===== config.mk =====
export PLATFORM = sky130hd
export DESIGN_NAME = icy_metadata_demux_unit
export DESIGN_NICKNAME = d
export VERILOG_FILES = /design/src/icymd_pkg.sv /design/src/icymd_framer.sv /design/src/icy_metadata_demux_unit.sv
export SDC_FILE = /design/constraint.sdc
export NUM_CORES = 1
export LEC_CHECK = 0
export BUFFER_PORTS_ARGS = -buffer_cell sky130_fd_sc_hd__buf_2
export CAP_MARGIN = 20
export CORE_MARGIN = 4
export CORE_UTILIZATION = 55
export CTS_CLUSTER_SIZE = 30
export DETAILED_ROUTE_END_ITERATION = 8
export GPL_TIMING_DRIVEN = 0
export PLACE_DENSITY = 0.83
export SLEW_MARGIN = 5
export SYNTH_ARGS = -nofsm -noshare
export SYNTH_HDL_FRONTEND = slang
export SYNTH_SLANG_ARGS = --single-unit

===== constraint.sdc =====
create_clock -name i_clk -period 8.7 [get_ports i_clk]
set_input_delay 1.74 -clock i_clk [delete_from_list [all_inputs] [get_ports i_clk]]
set_output_delay 1.74 -clock i_clk [all_outputs]
set_load 0.01 [all_outputs]

===== src/icymd_pkg.sv =====
// Types and constants shared by the ICY metadata demultiplexer modules.
package icymd_pkg;

    localparam int unsigned INTERVAL_W     = 24;
    localparam int unsigned BYTE_W         = 8;
    localparam int unsigned META_UNIT_LOG2 = 4;
    localparam int unsigned APB_ADDR_W     = 3;
    localparam int unsigned APB_DATA_W     = 32;

    localparam logic [INTERVAL_W-1:0] INTERVAL_RESET = 24'd16000;

    localparam logic REG_METADATA_ENABLE = 1'b0;
    localparam logic REG_AUDIO_INTERVAL  = 1'b1;

    typedef enum logic [2:0] {
        PH_AUDIO  = 3'b001,
        PH_LENGTH = 3'b010,
        PH_META   = 3'b100
    } t_phase;

    typedef struct packed {
        logic                  metadata_enable;
        logic [INTERVAL_W-1:0] audio_interval;
    } t_cfg;

    typedef struct packed {
        logic                  restart;
        logic [INTERVAL_W-1:0] interval_next;
    } t_restart;

    typedef struct packed {
        logic              has_item;
        logic [BYTE_W-1:0] data;
        logic              is_metadata;
        logic              block_last;
    } t_result;

endpackage


===== src/icymd_framer.sv =====
// Framing state of the demultiplexer: phase, byte countdown and result selection.
module icymd_framer (
    input  logic                       i_clk,
    input  logic                       i_rst_n,
    input  icymd_pkg::t_cfg            i_cfg,
    input  icymd_pkg::t_restart        i_restart,
    input  logic                       i_accept,
    input  logic [icymd_pkg::BYTE_W-1:0] i_data_byte,
    output icymd_pkg::t_result         o_result
);
    import icymd_pkg::*;

    t_phase                r_phase;
    t_phase                n_phase;
    logic [INTERVAL_W-1:0] r_remaining;
    logic [INTERVAL_W-1:0] n_remaining;
    logic [INTERVAL_W-1:0] rem_dec;
    logic                  rem_dec_zero;
    t_result               result;

    assign rem_dec      = (r_remaining != '0) ? (r_remaining - INTERVAL_W'(1)) : r_remaining;
    assign rem_dec_zero = (rem_dec == '0);

    always_comb begin
        n_phase     = r_phase;
        n_remaining = r_remaining;
        result      = '0;
        if (i_restart.restart) begin
            n_remaining = i_restart.interval_next;
            n_phase     = (i_restart.interval_next == '0) ? PH_LENGTH : PH_AUDIO;
        end else if (i_accept) begin
            if (!i_cfg.metadata_enable) begin
                result.has_item = 1'b1;
                result.data     = i_data_byte;
            end else begin
                case (r_phase)
                    PH_LENGTH: begin
                        if (i_data_byte == '0) begin
                            n_remaining = i_cfg.audio_interval;
                            n_phase = (i_cfg.audio_interval == '0) ? PH_LENGTH : PH_AUDIO;
                        end else begin
                            n_remaining = INTERVAL_W'({i_data_byte, {META_UNIT_LOG2{1'b0}}});
                            n_phase     = PH_META;
                        end
                    end
                    PH_META: begin
                        result.has_item    = 1'b1;
                        result.data        = i_data_byte;
                        result.is_metadata = 1'b1;
                        result.block_last  = rem_dec_zero;
                        n_remaining        = rem_dec;
                        if (rem_dec_zero) begin
                            n_remaining = i_cfg.audio_interval;
                            n_phase = (i_cfg.audio_interval == '0) ? PH_LENGTH : PH_AUDIO;
                        end
                    end
                    default: begin
                        result.has_item = 1'b1;
                        result.data     = i_data_byte;
                        n_remaining     = rem_dec;
                        n_phase         = rem_dec_zero ? PH_LENGTH : PH_AUDIO;
                    end
                endcase
            end
        end
    end

    always_ff @(posedge i_clk) begin
        if (!i_rst_n) begin
            r_phase     <= PH_AUDIO;
            r_remaining <= INTERVAL_RESET;
        end else begin
            r_phase     <= n_phase;
            r_remaining <= n_remaining;
        end
    end

    assign o_result = result;

endmodule


===== src/icy_metadata_demux_unit.sv =====
// Top level of the ICY metadata demultiplexer: config port, framing and output buffering.
//
// Input channel (i_valid, o_stall, i_data_byte) carries one stream byte per
// transaction. Output channel (o_valid, i_stall, o_out_byte, o_is_metadata,
// o_block_last) carries one tagged byte per transaction. Length bytes give no
// output transaction. With metadata disabled every byte leaves as audio.
// A byte accepted at one edge is registered at that edge: in the output
// register when it is free, else in the skid buffer. Throughput is one byte
// per cycle while o_stall is low, the framing counter stepping per accepted byte.
// The output register is backed by a one-entry skid buffer, so a byte is
// still accepted while a finished result waits; o_stall rises only once the
// skid buffer holds a result, and falls when the receiver takes one.
// Registers (APB, 32-bit data): address 0 metadata_enable, address 4
// audio_interval. Writing either register restarts framing at the start of
// an audio run, or a length byte if the interval is 0. Write only while the block is idle.
// Reset (synchronous, active low) empties both output stages, disables
// metadata, sets the interval to 16000 and starts an audio run.
module icy_metadata_demux_unit (
    input  logic                                i_clk,
    input  logic                                i_rst_n,
    input  logic                                psel,
    input  logic                                penable,
    input  logic                                pwrite,
    input  logic [icymd_pkg::APB_ADDR_W-1:0]    paddr,
    input  logic [icymd_pkg::APB_DATA_W-1:0]    pwdata,
    output logic [icymd_pkg::APB_DATA_W-1:0]    prdata,
    output logic                                pready,
    input  logic                                i_valid,
    output logic                                o_stall,
    input  logic [icymd_pkg::BYTE_W-1:0]        i_data_byte,
    output logic                                o_valid,
    input  logic                                i_stall,
    output logic [icymd_pkg::BYTE_W-1:0]        o_out_byte,
    output logic                                o_is_metadata,
    output logic                                o_block_last
);
    import icymd_pkg::*;

    t_cfg     r_cfg;
    t_restart restart;
    t_result  result;
    logic     cfg_write;
    logic     in_accept;
    logic     out_free;

    logic              r_out_valid;
    logic [BYTE_W-1:0] r_out_byte;
    logic              r_out_meta;
    logic              r_out_last;
    logic              r_skid_valid;
    logic [BYTE_W-1:0] r_skid_byte;
    logic              r_skid_meta;
    logic              r_skid_last;

    assign pready    = 1'b1;
    assign cfg_write = psel && penable && pwrite && pready;

    always_comb begin
        restart.restart       = cfg_write;
        restart.interval_next = r_cfg.audio_interval;
        if (cfg_write && (paddr[2] == REG_AUDIO_INTERVAL)) begin
            restart.interval_next = pwdata[INTERVAL_W-1:0];
        end
    end

    always_ff @(posedge i_clk) begin
        if (!i_rst_n) begin
            r_cfg.metadata_enable <= 1'b0;
            r_cfg.audio_interval  <= INTERVAL_RESET;
        end else if (cfg_write) begin
            if (paddr[2] == REG_METADATA_ENABLE) begin
                r_cfg.metadata_enable <= pwdata[0];
            end else begin
                r_cfg.audio_interval <= pwdata[INTERVAL_W-1:0];
            end
        end
    end

    always_comb begin
        if (paddr[2] == REG_AUDIO_INTERVAL) begin
            prdata = APB_DATA_W'(r_cfg.audio_interval);
        end else begin
            prdata = APB_DATA_W'(r_cfg.metadata_enable);
        end
    end

    assign o_stall   = r_skid_valid;
    assign in_accept = i_valid && !r_skid_valid;
    assign out_free  = !r_out_valid || !i_stall;

    icymd_framer u_framer (
        .i_clk       (i_clk),
        .i_rst_n     (i_rst_n),
        .i_cfg       (r_cfg),
        .i_restart   (restart),
        .i_accept    (in_accept),
        .i_data_byte (i_data_byte),
        .o_result    (result)
    );

    always_ff @(posedge i_clk) begin
        if (!i_rst_n) begin
            r_out_valid  <= 1'b0;
            r_skid_valid <= 1'b0;
        end else if (r_skid_valid) begin
            if (out_free) begin
                r_out_valid  <= 1'b1;
                r_skid_valid <= 1'b0;
            end
        end else if (out_free) begin
            r_out_valid <= result.has_item;
        end else begin
            r_skid_valid <= result.has_item;
        end
    end

    always_ff @(posedge i_clk) begin
        if (r_skid_valid) begin
            if (out_free) begin
                r_out_byte <= r_skid_byte;
                r_out_meta <= r_skid_meta;
                r_out_last <= r_skid_last;
            end
        end else if (out_free) begin
            r_out_byte <= result.data;
            r_out_meta <= result.is_metadata;
            r_out_last <= result.block_last;
        end else begin
            r_skid_byte <= result.data;
            r_skid_meta <= result.is_metadata;
            r_skid_last <= result.block_last;
        end
    end

    assign o_valid       = r_out_valid;
    assign o_out_byte    = r_out_byte;
    assign o_is_metadata = r_out_meta;
    assign o_block_last  = r_out_last;

`ifndef SYNTHESIS
    a_skid_needs_out: assert property (@(posedge i_clk) disable iff (!i_rst_n)
        r_skid_valid |-> r_out_valid)
        else $error("skid buffer holds a result while the output register is empty");

    a_stalled_result_kept: assert property (@(posedge i_clk) disable iff (!i_rst_n)
        (r_out_valid && i_stall && !r_skid_valid && in_accept && result.has_item)
        |=> r_skid_valid)
        else $error("result dropped while the output was stalled");

    a_passthrough_emits: assert property (@(posedge i_clk) disable iff (!i_rst_n)
        (in_accept && !r_cfg.metadata_enable && !cfg_write) |=> o_valid)
        else $error("passthrough byte produced no output transaction");

    a_audio_not_last: assert property (@(posedge i_clk) disable iff (!i_rst_n)
        (o_valid && !o_is_metadata) |-> !o_block_last)
        else $error("audio byte marked as end of metadata block");
`endif

endmodule


Word level (Yosys, flattened, before mapping) --
Index checks and enable logic that the tools add are counted. Widths: inputs -> output; s select.
Word-level totals: bits of input ports 50, register bits after elaboration 74, output and inout port bits 45, word-level logic and storage cells 78
Cells by class: $add $sub $neg 1, mux-type cells 39, reductions and logical operators 20, equal/unequal tests 3, bitwise gates (word level) 3
Operators with widths (count):
- $mux 24 | 8
- $logic_not 24->1 | 3
- $pmux 24 s2 | 1
- $mux 8 | 3
- $reduce_bool 24->1 | 1
- $sub 24x1->24 const B | 1
- $mux 11 | 2
- $mux 9 | 2
- $mux 3 | 5
- $mux 1 | 12
- $mux 2 | 5
- $logic_not 8->1 | 1
- $reduce_and 2->1 | 4
- $pmux 3 s2 | 1
- $logic_and 1x1->1 | 4
- $reduce_bool 2->1 | 2
- $eq 3x2->1 const B | 1
- $eq 3x3->1 const B | 1
- $logic_not 1->1 | 3
- $ne 3x2->1 const B | 1
- $not 1->1 | 3
- $reduce_and 3->1 | 1
- $logic_or 1x1->1 | 1

Logic depth before layout (Yosys ltp) --
depth in word-level cells 9, mapped depth 14, mapped depth without buffers 10

Cells and area by module --
From an unflattened synthesis, not the netlist that was laid out.
Second synthesis, totals: cells, all modules 671, area, all modules 5459.0 um2
Modules (own cells, without submodules):
- icymd_framer | sequential area each 540.5 um2, cells each 458, area an instance 3057.9 um2, instances 1
- icy_metadata_demux_unit | sequential area each 1141.1 um2, cells each 213, area an instance 2401.1 um2, instances 1

Least setup slack after synthesis --
Ideal clock, no wire load.
kind input port to output port, from in paddr[2] in the netlist's numbering, to out prdata[10] in the netlist's numbering, path slack 4125 ps, data arrival time 2835 ps, cell stages on the path 4, path buffers 3, cell sequence clkbuf_1 -> clkbuf_1 -> clkbuf_1 -> and2_1
Between the ends: longest elaborated chain between the ends 1
RTL lines:
- from (decl) | line icy_metadata_demux_unit.sv:24 | input logic [icymd_pkg::APB_ADDR_W-1:0] paddr,
- $mux 24 | line icy_metadata_demux_unit.sv:80 | if (paddr[2] == REG_AUDIO_INTERVAL) begin
- to (decl) | line icy_metadata_demux_unit.sv:26 | output logic [icymd_pkg::APB_DATA_W-1:0] prdata,
No other way between the ends.

Final worst setup path --
from in paddr[2] in the netlist's numbering, to out prdata[22] in the netlist's numbering
The elaborated chain is that of the path after synthesis.

==> load_flow_metrics.sql <==
INSERT INTO impl_metrics (metric_group, metric, value, unit) VALUES
('status', 'outcome', 'complete, no violations', ''),
('floorplan', 'floorplan.initialDensity', '56.2', '%'),
('finish', 'multi_input_gate_area', '3190', 'um^2'),
('timing', 'grt_setup_unrepaired', 'no', ''),
('routing', 'drt-initial-drc-count', '671', ''),
('clock_tree', 'cts_inserted_buffers', '9', ''),
('setup_path', 'data_required_time_at_the_worst_endpoint', '6960', 'ps'),
('logic_synthesis', 'synth_top_area_cell', 'dfxtp_1', ''),
('timing', 'max_clock_freq', '0.189', 'GHz'),
('grt', 'grt_max_degree', '16', ''),
('setup_path', 'end_kind', 'output pin', ''),
('floorplan', 'die_x', '105', 'um'),
('logic_synthesis', 'postSynth.asyncResetShare', '0', '%'),
('setup_path', 'path_cells', 'buf_2, clkbuf_1, clkbuf_1, clkbuf_1, and2_1, buf_2', ''),
('pwr', 'p_per_area', '134', 'nW/um^2'),
('clock_tree', 'insertion_delay', '360', 'ps'),
('timing', 'fin_skew', '14.9', 'ps'),
('routing', 'route.detailed.wl_per_inst', '20.7', 'um'),
('grt', 'grt_pass1_vias', '5272', ''),
('finish', 'areaGrowthSynthToFinish', '14.4', '%'),
('setup_path', 'timing.reg2reg.worst_path_depth', '12', ''),
('setup_path', 'r2r_end', 'u_framer.r_phase[0]', ''),
('floorplan', 'io-pin-count', '95', ''),
('placement', 'port-buffer-count', '75', ''),
('logic_synthesis', 'main_synth_ff_type', 'dfxtp_1', ''),
('routing', 'routed_wirelength', '17700', 'um'),
('timing', 'setup_violations', '0', ''),
('placement', 'dp.cells', '838', ''),
('clock_tree', 'cts-htree-levels', '3', ''),
('floorplan', 'overall_die_height', '105', 'um'),
('clock_tree', 'cts_tree', 'done', ''),
('clock_tree', 'tritoncts_num_sinks', '74', ''),
('setup_path', 'worst_path_dominant_cell_family', 'buffers and inverters', ''),
('setup_path', 'critical_path.slowest_cell', 'clkbuf_1', ''),
('timing', 'final_hold_viol_count', '0', ''),
('clock_tree', 'clk_pin_slew_worst_paths', '80', 'ps'),
('setup_path', 'critPathArrivalTime', '3560', 'ps'),
('routing', 'vias', '5592', ''),
('logic_synthesis', 'synth-seq-cells', '74', ''),
('run', 'maxCapViolations', '0', ''),
('setup_path', 'critical-path-max-stage-delay', '510', 'ps'),
('floorplan', 'std_cell_rows', '35', ''),
('clock_tree', 'post-cts-setup-buffer-count', '0', ''),
('finish', 'layout.cells.most_common_list', 'nand2_1 (86), buf_2 (78), dfxtp_1 (54)', ''),
('clock_tree', 'root_buffer', 'clkbuf_8', ''),
('setup_path', 'worstPathBufferInverterCount', '5', ''),
('timing', 'slew_viol_final', '0', ''),
('setup_path', 'critical_path.reg2reg.startpoint', 'u_framer.r_remaining[0]', ''),
('grt', 'gr-total-overflow', '0', ''),
('clock_tree', 'cts_max_path_buffers', '2', ''),
('grt', 'grt.total_usage', '32.1', '%'),
('setup_path', 'cp.depth', '6', ''),
('logic_synthesis', 'synth_edf_count', '20', ''),
('logic_synthesis', 'seq_area_frac_synth', '32.7', '%'),
('clock_tree', 'quantity_of_gates_resized_following_cts', '0', ''),
('timing', 'fin_crit', '5300', 'ps'),
('pwr', 'vdd_drop_max', '0.0937', 'mV'),
('routing', 'drtAntennaViolNets', '0', ''),
('timing', 'final_min_period_over_clock_period', '60.9', '%'),
('logic_synthesis', 'mappedNetlistArea', '5140', 'um^2'),
('finish', 'layout-drive-gt1-share', '20.2', '%'),
('finish', 'num-nets-final', '790', ''),
('finish', 'diodes', '0', ''),
('finish', 'stdcell_count', '854', ''),
('finish', 'area.sequential', '1680', 'um^2'),
('setup_path', 'worst_setup_path_start_kind', 'primary input', ''),
('setup_path', 'timing.setup.critical_path_class', 'in -> out', ''),
('grt', 'grt_pass1_wl', '28300', 'um'),
('logic_synthesis', 'yosys.cell_types.count', '75', ''),
('setup_path', 'critPathMostFrequentCell', 'clkbuf_1', ''),
('routing', 'avgViaCountPerCell', '6.55', '');
[synth_stat cells, types with 4 or more instances]
cell and instances:
clkbuf_1 36, o211ai_1 8, o22ai_2 5, nor3_1 27
a21boi_0 20, nor2_1 53, nand3_1 19, nand4_1 5
dfxtp_1 54, mux2i_1 13, a21oi_1 28, nand2_1 86
or4_1 8, and2_1 32, o21ai_0 39, a31oi_1 5
nor3b_1 7, edfxtp_1 20, nor2b_1 6, xnor2_1 6
a21o_1 12, a221oi_1 4, o22ai_1 5, o221ai_1 8
buf_4 9, or3_1 10, mux2_2 8, o21ai_2 4
a211oi_1 9, nor4_1 14, inv_1 11
[per-layer routing]
metal | vias up | GRT usage (%) | wire length (um)
met5 | - | 0 | 0
met4 | 0 | 11.1 | 604
met3 | 62 | 5.56 | 2100
met2 | 412 | 50.8 | 7840
met1 | 2557 | 44.2 | 7110
li1 | 2561 | - | -
[worst reg2reg max path, delay by kind of cell (launching register included)]
kind            cells  cell delay [ps]
fa+ha+maj           1              270
flops               1              410
compound gates      3              530
buf+inv             3              530
simple gates        5             2040
[final cells by class]
type                    instances  area share [%]
multi-input cells             513            54.3
flip-flops and latches         74            28.6
repair buffers                 77            6.59
plain buffers                  52            4.36
well taps                     111            2.36
clock buffers                   9            2.11
clock inverters                 7            1.02
inverters                      11           0.702
[state kept, by name (all words and copies together), names as in the netlist]
name,flops
r_skid_last,1
r_cfg,25
o_valid,1
o_out_byte,8
u_framer.r_remaining,24
o_block_last,1
o_is_metadata,1
o_stall,1
r_skid_byte,8
u_framer.r_phase,3
r_skid_meta,1
[stage by stage]
step	setup WS [ps]	cell area (um^2)	util, %	total power [uW]	hold WS [ps]
floorplan	4120	5170	-	474	457
global placement	3440	5680	62.1	521	473
detailed placement	3410	5700	62.3	523	483
CTS	3410	5880	64.3	782	494
global route	3230	5880	64.3	817	523
finish	3400	5880	64.3	787	498
[report_power, final]
group	total (uW)	internal, uW	switching, uW
Sequential	378	366	11.7
Combinational	143	56.2	87.0
Clock	266	109	157
[cell families after synthesis]
kind of cell / Yosys count / share of synthesized area [%]
simple gates: 294 / 30.5
compound gates: 179 / 24.8
flops: 74 / 32.7
buf+inv: 63 / 5.79
mux: 21 / 4.28
xor+xnor: 8 / 1.36
fa+ha+maj: 2 / 0.486
other cells: 2 / 0.146
[how the worst min path moves through the flow]
stage,to,cells past startpoint,from
floorplan,r_cfg[18],2,r_cfg[18]
CTS,r_cfg[18],2,r_cfg[18]
global route,r_cfg[18],2,r_cfg[18]
finish,r_cfg[18],2,r_cfg[18]
detailed placement,r_cfg[18],2,r_cfg[18]
global placement,r_cfg[18],2,r_cfg[18]
No activity file was read; power rests on OpenSTA's default activity.
